===== src/rtl/core/hll_pkg.sv =====
package hll_pkg;

  localparam int MaxPrecision     = 14;
  localparam int MinPrecision     = 4;
  localparam int DefaultPrecision = 14;
  localparam int HashW            = 64;
  localparam int RankW            = 6;
  localparam int FracBits         = 47;
  localparam int SumW             = 64;
  localparam int IndexW           = 14;
  localparam int EmptyW           = 15;
  localparam int CfgW             = 4;

  typedef enum logic {
    CMD_INSERT = 1'b0,
    CMD_MERGE  = 1'b1
  } hll_cmd_e;

  typedef struct packed {
    logic                cmd;
    logic [HashW-1:0]    element_hash;
    logic [IndexW-1:0]   merge_index;
    logic [RankW-1:0]    merge_rank;
  } in_req_t;

  typedef struct packed {
    logic [IndexW-1:0]   touched_index;
    logic [RankW-1:0]    new_rank;
    logic                changed;
    logic [SumW-1:0]     harmonic_sum;
    logic [EmptyW-1:0]   empty_count;
  } out_rsp_t;

  typedef struct packed {
    logic cfg_load;
    logic clr_step;
    logic load_in;
    logic calc;
    logic upd;
    logic add;
    logic load_out;
  } ctrl_cmd_t;

  typedef struct packed {
    logic clr_last;
    logic out_free;
  } dp_status_t;

  typedef enum logic [5:0] {
    S_CLEAR = 6'b000001,
    S_IDLE  = 6'b000010,
    S_CALC  = 6'b000100,
    S_UPD   = 6'b001000,
    S_ADD   = 6'b010000,
    S_DONE  = 6'b100000
  } hll_state_e;

  // 2^-r in 17.47, zero once below the last fraction bit
  function automatic logic [SumW-1:0] term_of(input logic [RankW-1:0] r);
    logic [SumW-1:0] t;
    if (r > RankW'(FracBits)) begin
      t = '0;
    end else begin
      t = SumW'(1) << (RankW'(FracBits) - r);
    end
    return t;
  endfunction

  // trailing zero count, binary search in six steps
  function automatic logic [6:0] ctz64(input logic [HashW-1:0] v);
    logic [HashW-1:0] x;
    logic [6:0]       n;
    x = v;
    n = '0;
    if (x[31:0] == '0) begin n = n + 7'd32; x = x >> 32; end
    if (x[15:0] == '0) begin n = n + 7'd16; x = x >> 16; end
    if (x[7:0] == '0)  begin n = n + 7'd8;  x = x >> 8;  end
    if (x[3:0] == '0)  begin n = n + 7'd4;  x = x >> 4;  end
    if (x[1:0] == '0)  begin n = n + 7'd2;  x = x >> 2;  end
    if (x[0] == 1'b0)  begin n = n + 7'd1;  end
    return n;
  endfunction

endpackage


===== src/rtl/core/hll_ctrl.sv =====
module hll_ctrl import hll_pkg::*; (
  input  logic       clk_i,
  input  logic       rst_ni,
  input  logic       cfg_we_i,
  input  logic       in_valid_i,
  output logic       in_ready_o,
  input  dp_status_t status_i,
  output ctrl_cmd_t  cmd_o
);

  hll_state_e state_q, state_d;

  always_comb begin
    state_d    = state_q;
    cmd_o      = '0;
    in_ready_o = 1'b0;
    unique case (state_q)
      S_CLEAR: begin
        cmd_o.clr_step = 1'b1;
        if (status_i.clr_last) begin
          state_d = S_IDLE;
        end
      end
      S_IDLE: begin
        in_ready_o = 1'b1;
        if (in_valid_i) begin
          cmd_o.load_in = 1'b1;
          state_d       = S_CALC;
        end
      end
      S_CALC: begin
        cmd_o.calc = 1'b1;
        state_d    = S_UPD;
      end
      S_UPD: begin
        cmd_o.upd = 1'b1;
        state_d   = S_ADD;
      end
      S_ADD: begin
        cmd_o.add = 1'b1;
        state_d   = S_DONE;
      end
      S_DONE: begin
        if (status_i.out_free) begin
          cmd_o.load_out = 1'b1;
          state_d        = S_IDLE;
        end
      end
      default: begin
        state_d = S_CLEAR;
      end
    endcase
    if (cfg_we_i) begin
      cmd_o.cfg_load = 1'b1;
      state_d        = S_CLEAR;
    end
  end

  always_ff @(posedge clk_i or negedge rst_ni) begin
    if (!rst_ni) begin
      state_q <= S_CLEAR;
    end else begin
      state_q <= state_d;
    end
  end

endmodule


===== config.mk =====
export PLATFORM = sky130hd
export DESIGN_NAME = hll_ctrl
export DESIGN_NICKNAME = d
export VERILOG_FILES = /design/src/rtl/core/hll_pkg.sv /design/src/rtl/core/hll_ctrl.sv
export SDC_FILE = /design/constraint.sdc
export NUM_CORES = 1
export LEC_CHECK = 0
export BUFFER_PORTS_ARGS = -buffer_cell sky130_fd_sc_hd__buf_2
export CORE_AREA = 5 5 42 44
export CTS_CLUSTER_SIZE = 40
export DETAILED_ROUTE_END_ITERATION = 10
export DIE_AREA = 0 0 47 49
export PLACE_DENSITY = 0.66
export RECOVER_POWER = 100
export SLEW_MARGIN = 20
export SYNTH_ARGS = -nofsm -noshare
export SYNTH_HDL_FRONTEND = slang
export SYNTH_SLANG_ARGS = --single-unit

===== constraint.sdc =====
create_clock -name clk_i -period 1.4 [get_ports clk_i]
set_input_delay 0 -clock clk_i [delete_from_list [all_inputs] [get_ports clk_i]]
set_output_delay 0 -clock clk_i [all_outputs]
set_load 0.02 [all_outputs]

-- Yosys cells after proc, flatten, opt, wreduce, memory -nomap -nowiden
Index checks and enable logic that the tools add are counted.
- add/subtract/negate cells: 0
- multiply operators: 0
- divide/modulo/power cells: 0
- $lt $le $gt $ge: 0
- equality and inequality tests: 9
- shift operators: 0
- muxes and demuxes: 15
- bitwise logic cells: 0
- reduce and logical (&&, ||, !) cells: 1
- operator list (kind ; number):
    6-bit case mux with 6 select lines ; 1
    6-bit 2-to-1 mux ; 4
    1-bit 2-to-1 mux ; 10
    3-bit != test, second input constant ; 3
    6-bit by 1-bit equality test with 1-bit output, second input constant ; 1
    6-bit by 2-bit equality test with 1-bit output, second input constant ; 1
    6-bit by 3-bit equality test with 1-bit output, second input constant ; 1
    6-bit by 4-bit equality test with 1-bit output, second input constant ; 1
    6-bit by 5-bit equality test with 1-bit output, second input constant ; 1
    6-bit equality test, second input constant ; 1
    3-bit AND reduction ; 1
- register bits after elaboration: 6
- latch bits: 0
- bits in writable memories: 0
- memory bits (read-only): 0
- input port bits: 6
- output and inout port bits: 8
- word-level logic and storage cells: 26
- memories: 0

-- Logic depth before layout (Yosys ltp)
Gate-level depths: netlist of run 1.
- word-level depth: 3
- depth in mapped cells: 3
- depth with buffers taken out: 3

-- Least setup slack after synthesis of run 1
Ideal clock, no wire load.
- path type: register to register
- start: reg state_q[5]
- end: reg state_q[2]
- library setup time: 0.088 ns
- arrival: 1.311 ns
- required time: 1.312 ns
- path slack: 0.001 ns
- stages on the path, launching flop included: 4
- path buffers: 0
- clock period less this slack: 1.399 ns
- cells stage by stage: dfrtp_1 > nor4_1 > and3_1 > nor3b_1
- longest elaborated chain between the ends: 3
- elaborated cells between the ends (all ways): 12
- those cells by class: eq/ne: 9; mux: 2; reduce/logical: 1
- ends and longest elaborated chain (item ; line ; source):
    start, declared ; hll_ctrl.sv:11 ; hll_state_e state_q, state_d;
    start signal, assigned ; hll_ctrl.sv:63 ; state_q <= state_d;
    6-bit equality test, or another cell as far along ; hll_ctrl.sv:17 ; unique case (state_q)
    6-bit case mux with 6 select lines / 3-bit != test (equally long branches) ; - ;
    6-bit 2-to-1 mux / 3-bit AND reduction (equally long branches) ; - ;
Several ways; a longest one is shown, not always the timed one.
A chain may end at the register's enable or synchronous reset.

==> results of run 1 <==
==> layout by cell type, fill, tap and decap left out <==
cell type,n
buf_6,11
buf_4,8
buf_2,4
and3_4,3
nor2_4,3
clkbuf_4,3
clkbuf_1,3
dfrtp_2,3
nor2_1,2
and2b_2,2
nand2b_1,2
a2bb2oi_2,2
nor3_1,2
nor4_1,2
nor3b_1,2
dfrtp_1,2
nand2_2,1
nor2_2,1
nor4_4,1
and2_4,1
or4_4,1
or2b_2,1
nor4b_4,1
nand3b_1,1
nor3_4,1
a21o_2,1
a211oi_2,1
and3b_1,1
o21ai_0,1
xor2_1,1
a221o_1,1
inv_1,1
o2111a_1,1
dlygate4sd3_1,1
dfstp_2,1
==> synthesized netlist by cell type, drive strengths merged <==
library cell,count
xor2,1
a211oi,1
a21o,1
o21ai,1
inv,1
or4,1
and3,3
and3b,1
dfrtp,5
and2b,2
a221o,1
nor4,3
dfstp,1
nand2,1
or2b,1
nor3b,2
o2111a,1
nor2,6
buf,1
and2,1
a2bb2oi,2
nand2b,2
nor4b,1
nor3,3
nand3b,1
==> worst min-delay path by stage <==
stage / start / endpoint / slack (ns) / cells past startpoint
CTS: cfg_we_i / state_q[0] / 0.05 / 2
detailed placement: rst_ni / state_q[3] / -0.17 / 1
global route: cfg_we_i / state_q[0] / 0.05 / 2
finish: cfg_we_i / state_q[0] / 0.06 / 2
global placement: rst_ni / state_q[5] / -0.17 / 1
floorplan: rst_ni / state_q[1] / -0.30 / 0
==> power by group through the flow <==
stage          combinational, mW  sequential, mW  clock, mW
6_report                   0.131           0.191      0.171
5_1_grt                    0.141           0.192      0.190
4_1_cts                    0.124           0.191      0.177
3_5_place_dp              0.0972           0.194          0
3_3_place_gp              0.0966           0.193          0
2_1_floorplan             0.0651           0.192          0
==> per-stage QoR <==
step,cells,setup TNS (ns)
after floorplan,44,0
after global placement,80,-0.08453
after detailed placement,80,-0.1156
after CTS,88,-0.4819
after global routing,89,-1.013
final,89,-0.4879
==> cell type report <==
cell class,count,area (sq um)
Inverter,1,3.754
Timing Repair Buffer,26,221.5
Sequential cell,6,155.1
Multi-Input combinational cell,36,347.8
Clock buffer,4,26.28
Tap cell,16,20.02
Fill cell,134,626.9
==> cells by family (layout without fill, tap and decap cells) <==
| group | count (synthesis) | count (layout) |
|---|---|---|
| buffers and inverters | 2 | 31 |
| AND/OR/NAND/NOR | 28 | 28 |
| AO/OA/AOI/OAI | 7 | 7 |
| XOR/XNOR | 1 | 1 |
| flip-flops | 6 | 6 |
==> timing repair <==
action	in CTS	in global routing
hold endpoints to repair	6	0
setup endpoints to repair	8	12
hold buffers	1	0
gates cloned	0	0
pin swaps	11	5
gates resized for setup	30	10
buffers inserted	3	1
==> layer usage <==
layer  GRT usage (%)  up-vias
met4           7.373        0
met3           4.059        4
met5               0        -
met2           17.42       17
met1           14.32      220
li1                -      226
==> flow_summary.ini, run 1 <==
[run]
maxCapViolCount = 0

[yosys]
synth_xor_area_share_pct = 2.071
synth_area_leaders = dfrtp_1 30%, dfstp_2 6.2%, nor2_1 5.3%
syn_avg_cell_area_sq_um = 9.612
yosysTopAreaCell = dfrtp_1
yosysWarnings = 0
synth_area_sq_um = 422.9
yosysUniqueCellTypes = 26
synthSimpleGateAreaFrac_pct = 44.08
synthesis.nets = 50
synth-seq-cells = 6
synth_top_family_by_area = simple AND/OR/NAND/NOR gates
seq_area_frac_synth_pct = 35.80
synth_fa_ha_area_share_pct = 0
synth_mux_area_share_pct = 0
synth_cells = 44
yosysTopAreaCellShare_pct = 29.59
synth-compound-area-share_pct = 15.38

[floorplan]
num_rows = 14
core-area_sq_um = 1401
start_util_pct = 30.18
die_x_um = 47
dieArea_sq_um = 2303
die_h_um = 49
io_pins = 14

[worst_setup_path]
path_cells = or4_4 > nor2_4 > buf_6
reg2reg_depth = 3
cp_slowest_stage_delay_ns = 0.58
endpoint = cmd_o[5]
crit_path_top_delay_cell = or4_4
rrSetupSlack_ns = -0.07
r2r_end = state_q[2]
reg2reg_from = state_q[3]
startpoint = state_q[3]
cp-end-kind = output port
cp_data_arrival_time_ns = 1.49
startpoint_type = flop
worstSetupPathType = reg2out
required_ns = 1.40
crit_cells = 3
crit_fanout = 4
crit_family = simple AND/OR/NAND/NOR gates
worst-path-buf-inv = 1

[placement]
place.gp.congestion = 0.6883
portBuffers = 13
placed_area_sq_um = 560.5
pre_cts_ws_ns = -0.03470
dpl.hpwl_um = 801.4

[cts]
cts_buffer_depth = 2
cts_max_level = 1
cts_tree = built
cts_buffers = 3
cts-root-buf = clkbuf_4
clk-insertion-delay-late_ns = 0.24
clk_pin_slew_worst_paths_ns = 0.05
cts_sinks = 6

[finish]
syn_to_final_growth_pct = 83.14
fin_area_sq_um = 774.5
final_util_pct = 55.27
drive_above_1_share_pct = 68.49
nets = 80
regMostFlops = state_q
n_antenna_cell = 0
largest_reg_flops = 6
reg_top3 = state_q (6)

[drt]
drc = 0
routed_wl_um = 1241
highest_layer = met4
drt-wirelength-per-cell_um = 13.94
vias = 467
first_pass_iters = 2
viasPerCell = 5.247
m1WireLength_um = 502
met2_wirelength_um = 613
wl_met3_um = 84
drt_iter0_drc = 3
postRouteAntennaNets = 0

[grt]
grt_usage_pct = 11.90
grt_max_degree = 7
overflow = 0
antenna_found_initial = 0
grt_pass1_wl_um = 1987
grt_pass1_vias = 471

[outcome]
status = finished, violations left
violations = setup timing

[timing]
worstMarginPinSlew_ns = 0.3351
timing.final.ws_setup_ns = -0.08890
timing.hold.ws_ns = 0.06191
relSlewSlack_pct = 77.66
rsz0062_at_grt = yes
drv_slew = 0
fmax_mhz = 671.6
fin_skew_ns = 0.003811
min_period_ns = 1.489
setup_viol = 9
min_period_over_period_pct = 106.4
hold_viol = 0

[power]
cellLeakagePower_nw = 0.3490
p_comb_share_pct = 26.5
ir_drop_v = 0.0004168
clkPwrFrac_pct = 34.7
p_switching_mw = 0.1375
swShare_pct = 27.91
p_per_area_nw_per_um2 = 636.1
finalPower_mw = 0.4927
internal_power_mw = 0.3551
seq_power_share_pct = 38.8

[min_path]
worst_hold_path_type = in2reg
No activity file was read; power rests on OpenSTA's default activity.
==> run 2: changes to the inputs <==
--- a/config.mk
+++ b/config.mk
@@ -11,6 +11,5 @@
 export DETAILED_ROUTE_END_ITERATION = 10
 export DIE_AREA = 0 0 47 49
-export PLACE_DENSITY = 0.66
-export RECOVER_POWER = 100
+export RECOVER_POWER = 25
 export SLEW_MARGIN = 20
 export SYNTH_ARGS = -nofsm -noshare
==> constraint.sdc (replaced) <==
create_clock -name clk_i -period 1.4 [get_ports clk_i]
set_input_delay 0.28 -clock clk_i [delete_from_list [all_inputs] [get_ports clk_i]]
set_output_delay 0.28 -clock clk_i [all_outputs]
set_load 0.02 [all_outputs]
==> run 2 against run 1 <==
Net effect: the run still ends with setup timing left; largest power group unchanged; core utilization decreased by 2.2 points; hold slack improved by 0.26 ns; sequential share of layout area increased by 0.51 points; cell count increased by 3.4%; critical endpoint unchanged.
==> flow_summary.ini, run 2 (synthesized netlist as in run 1, its figures left out) <==
[worst_setup_path]
crit_fanout = 3
reg2reg_depth = 4
startpoint_type = flop
rrSetupSlack_ns = -0.16
crit_family = simple AND/OR/NAND/NOR gates
startpoint = state_q[4]
worst-path-buf-inv = 1
reg2reg_from = state_q[4]
worstSetupPathType = reg2out
cp_data_arrival_time_ns = 1.43
cp-end-kind = output port
required_ns = 1.12
path_cells = or4_4 > nor2_4 > buf_6
cp_slowest_stage_delay_ns = 0.56
crit_path_top_delay_cell = or4_4
r2r_end = state_q[2]

[floorplan]
die_x_um = 47
dieArea_sq_um = 2303
num_rows = 14
io_pins = 14
start_util_pct = 30.18
core-area_sq_um = 1401
die_h_um = 49

[timing]
rsz0062_at_grt = yes
min_period_ns = 1.709
setup_viol = 11
fmax_mhz = 585.2
min_period_over_period_pct = 122.1
hold_viol = 0
relSlewSlack_pct = 76.59
drv_slew = 0
timing.final.ws_setup_ns = -0.3089
worstMarginPinSlew_ns = 0.3512
fin_skew_ns = 0.003365

[cts]
cts_sinks = 6
clk_pin_slew_worst_paths_ns = 0.05
cts_buffers = 3
clk-insertion-delay-late_ns = 0.25
cts_buffer_depth = 2
cts_tree = built
cts_max_level = 1
cts-root-buf = clkbuf_4

[grt]
antenna_found_initial = 0
grt_max_degree = 7
met2_usage_pct = 19.23
top_usage_layer = met2
grt_pass1_vias = 482
grt_usage_pct = 12.54
use_met3_pct = 4.059
overflow = 0
grt_pass1_wl_um = 2007
grt_use_met1_pct = 14.13

[finish]
fillCellCount = 146
multi_input_area_sq_um = 317.8
regMostFlops = state_q
final_util_pct = 53.04
drive_above_1_share_pct = 64.47
largest_reg_flops = 6
layout_common_cells = 17 x buf_4, 5 x buf_2, 5 x buf_6
seq_area_sq_um = 152.6
nets = 83
reg_top3 = state_q (6)
syn_to_final_growth_pct = 75.74
fin_area_sq_um = 743.2
n_antenna_cell = 0
layout_commonest_cell = buf_4

[outcome]
violations = setup timing
status = finished, violations left

[min_path]
worst_hold_path_type = in2reg
hold_depth = 2
min_to = state_q[0]
hold_path.startpoint = cfg_we_i

[run]
maxCapViolCount = 0

[drt]
postRouteAntennaNets = 0
drc = 0
viasPerCell = 4.957
drt-wirelength-per-cell_um = 14.14
first_pass_iters = 4
routed_wl_um = 1301
vias = 456
drt_iter0_drc = 4

[placement]
dpl.hpwl_um = 887
portBuffers = 13
pre_cts_ws_ns = -0.1423
place.gp.congestion = 0.7024
placed_area_sq_um = 578.1

[power]
cellLeakagePower_nw = 0.3618
p_per_area_nw_per_um2 = 682.7
clkPwrFrac_pct = 35.0
swShare_pct = 28.70
ir_drop_v = 0.0003867
seq_power_share_pct = 37.8
internal_power_mw = 0.3618
p_comb_share_pct = 27.2
p_switching_mw = 0.1456
run 2: timing repair:
item / in CTS / in global routing
gates resized for setup: 18 / 7
endpoints found under the setup margin: 11 / 12
pin swaps: 7 / 3
hold buffers: 1 / 0
hold endpoints to repair: 5 / 0
setup buffers: 5 / 1
run 2: final cells by class:
cell class / count / area share (%)
Inverter: 1 / 0.5051
Tap cell: 16 / 2.694
Timing Repair Buffer: 29 / 29.97
Clock buffer: 4 / 3.535
Sequential cell: 6 / 20.54
Multi-Input combinational cell: 36 / 42.76
run 2: per-stage QoR:
step / power (mW) / TNS (ns) / hold WS, ns / instances
after global placement: 0.2960 / -0.4437 / 0.1150 / 81
final: 0.5074 / -2.223 / 0.3255 / 92
after floorplan: 0.2584 / -0.08018 / -0.01559 / 44
after detailed placement: 0.2979 / -0.5513 / 0.1150 / 81
after global routing: 0.5429 / -2.792 / 0.3234 / 92
after CTS: 0.5126 / -2.259 / 0.2997 / 91
run 2: layer usage:
layer	wire, um	vias up	part of all wire (%)
met5	0	-	0
met4	34	0	2.6
met3	88	4	6.8
met2	657	14	50
met1	521	207	40
li1	-	231	-
run 2: power groups by stage:
stage	Clock [mW]	Combinational (mW)	Sequential, mW
after floorplan	0	0.0668	0.192
after global placement	0	0.103	0.193
after detailed placement	0	0.105	0.193
after CTS	0.190	0.133	0.190
after global routing	0.199	0.150	0.193
final	0.178	0.138	0.192
run 2: worst max-delay path by stage:
stage	to	slack, ns	cells after the start
final	cmd_o[5]	-0.31	3
after detailed placement	cmd_o[5]	-0.14	3
after floorplan	cmd_o[5]	-0.08	2
after global placement	cmd_o[5]	-0.13	3
after CTS	cmd_o[5]	-0.31	3
after global routing	cmd_o[5]	-0.35	3
==> run 3: changes to the inputs <==
--- a/config.mk
+++ b/config.mk
@@ -11,5 +11,4 @@
 export DETAILED_ROUTE_END_ITERATION = 10
 export DIE_AREA = 0 0 47 49
-export RECOVER_POWER = 25
 export SLEW_MARGIN = 20
 export SYNTH_ARGS = -nofsm -noshare
==> constraint.sdc (replaced) <==
create_clock -name clk_i -period 1.4 [get_ports clk_i]
set_input_delay 0.42 -clock clk_i [delete_from_list [all_inputs] [get_ports clk_i]]
set_output_delay 0.42 -clock clk_i [all_outputs]
set_load 0.02 [all_outputs]
==> run 3 against run 2 <==
Net effect: the flow still finishes with violations (setup timing); power rose by 4.5%; non-clock buffer count rose by 1; worst setup slack got worse by 0.15 ns; critical path depth did not move; register-to-register slack got worse by 0.02 ns; flip-flop and latch count did not move; critical path type unchanged; highest routed layer unchanged.
==> flow_summary.ini, run 3 (synthesized netlist as in run 1, its figures left out) <==
[timing]
relSlewSlack_pct = 81.00
rsz0062_at_grt = yes
min_period_over_period_pct = 132.8
min_period_ns = 1.859
timing.final.ws_setup_ns = -0.4592
worstMarginPinSlew_ns = 0.2841
hold_viol = 0
setup_viol = 12
fin_skew_ns = 0.004882
timing.hold.ws_ns = 0.4409
fmax_mhz = 537.9
drv_slew = 0

[floorplan]
dieArea_sq_um = 2303
die_x_um = 47
io_pins = 14
die_h_um = 49
start_util_pct = 30.18
core-area_sq_um = 1401
num_rows = 14

[finish]
largest_reg_flops = 6
nets = 84
layout_common_cells = 14 x buf_4, 9 x buf_6, 6 x buf_2
regMostFlops = state_q
n_antenna_cell = 0
syn_to_final_growth_pct = 92.01
layout_commonest_cell = buf_4
fin_area_sq_um = 812.0
reg_top3 = state_q (6)
fillCellCount = 129
seq_area_sq_um = 153.9
fin_cells = 93
multi_input_area_sq_um = 361.6
drive_above_1_share_pct = 77.92

[placement]
dpl.hpwl_um = 846.1
place.gp.congestion = 0.7751
portBuffers = 13
dp_cells = 85
placed_area_sq_um = 620.6

[outcome]
status = finished, violations left
violations = setup timing

[run]
maxCapViolCount = 0

[cts]
cts_max_level = 1
cts_sinks = 6
cts-root-buf = clkbuf_4
cts_buffer_depth = 2
cts_tree = built
clk-insertion-delay-late_ns = 0.25
clk_pin_slew_worst_paths_ns = 0.05
cts_buffers = 3

[power]
finalPower_mw = 0.5304
p_switching_mw = 0.1564
swShare_pct = 29.48
seq_power_share_pct = 36.2
cellLeakagePower_nw = 0.3732
p_comb_share_pct = 29.7
clkPwrFrac_pct = 34.1
internal_power_mw = 0.3740
p_per_area_nw_per_um2 = 653.2
ir_drop_v = 0.0005605

[grt]
antenna_found_initial = 0
overflow = 0
grt_pass1_vias = 491
grt_usage_pct = 12.21
grt_pass1_wl_um = 1987
grt_max_degree = 7

[worst_setup_path]
crit_fanout = 4
worst-path-buf-inv = 1
cp_data_arrival_time_ns = 1.44
startpoint = state_q[4]
path_cells = or4_4 > nor2_4 > buf_6
cp_slowest_stage_delay_ns = 0.54
worstSetupPathType = reg2out
required_ns = 0.98
crit_family = simple AND/OR/NAND/NOR gates
crit_path_top_delay_cell = or4_4
reg2reg_from = state_q[4]
startpoint_type = flop
cp-end-kind = output port

[drt]
postRouteAntennaNets = 0
vias = 468
drt-wirelength-per-cell_um = 13.28
drc = 0
routed_wl_um = 1235
first_pass_iters = 2
drt_iter0_drc = 1
viasPerCell = 5.032

[min_path]
hold_path.startpoint = cfg_we_i
worst_hold_path_type = in2reg
-- run 3: cell count changes in the layout (fill, tap and decap cells not counted), moves of 2 or more --
cell,change
buf_6,+4
buf_4,-3
and3_1,-2
nand2b_1,-2
nand2b_4,+2
nor2_1,-2
nor2_4,+2
-- run 3: worst reg2reg max path, stage by stage (launching register included) --
cell and delay [ns]:
dfrtp_2 0.43, or4_4 0.54, buf_4 0.16, nor3_4 0.23, nor4_1 0.09
-- run 3: final cells by class --
| cell class | count | area share (%) |
|---|---|---|
| timing repair buffer | 30 | 30.35 |
| tap | 16 | 2.465 |
| multi-input combinational | 36 | 44.53 |
| inverter | 1 | 0.4622 |
| sequential | 6 | 18.95 |
| clock buffer | 4 | 3.236 |
-- run 3: timing repair --
action | in CTS | in global routing
endpoints found under the hold margin | 5 | 0
endpoints found under the setup margin | 12 | 12
hold buffers | 1 | 0
setup buffers | 1 | 2
pin swaps | 7 | 5
resized for setup | 23 | 13
-- run 3: per-stage QoR --
step                      util [%]  setup WS [ns]  TNS (ns)
after detailed placement     44.29        -0.2002    -1.582
after global placement       44.29        -0.1938    -1.509
final                        57.95        -0.4592    -3.216
after CTS                    53.30        -0.4492    -3.170
after global routing         57.95        -0.5136    -3.864
after floorplan                  -        -0.1490   -0.4383
-- run 3: worst paths after layout --
kind                         endpoint  slack, ns  cells after the start
setup / recovery             cmd_o[5]      -0.46                      3
hold / removal             state_q[0]       0.44                      2
setup reg to reg           state_q[4]      -0.18                      4
hold reg to reg            state_q[4]       0.72                      3
max in group asynchronous  state_q[0]       0.66                      2
min in group asynchronous  state_q[3]       0.52                      2
-- run 3: power groups by stage --
stage	Sequential [mW]	Combinational, mW	Clock, mW
2_1_floorplan	0.192	0.0732	0
3_3_place_gp	0.192	0.124	0
3_5_place_dp	0.193	0.125	0
4_1_cts	0.191	0.153	0.185
5_1_grt	0.192	0.168	0.196
6_report	0.192	0.157	0.181
-- run 3: metal layers --
metal | share of wire, % | routed length [um] | track usage (%) | up-vias
met3 | 4.3 | 53 | 1.107 | 4
li1 | - | - | - | 234
met2 | 52 | 637 | 19.00 | 12
met1 | 42 | 514 | 14.41 | 218
met4 | 2.3 | 29 | 9.677 | 0
met5 | 0 | 0 | 0 | -
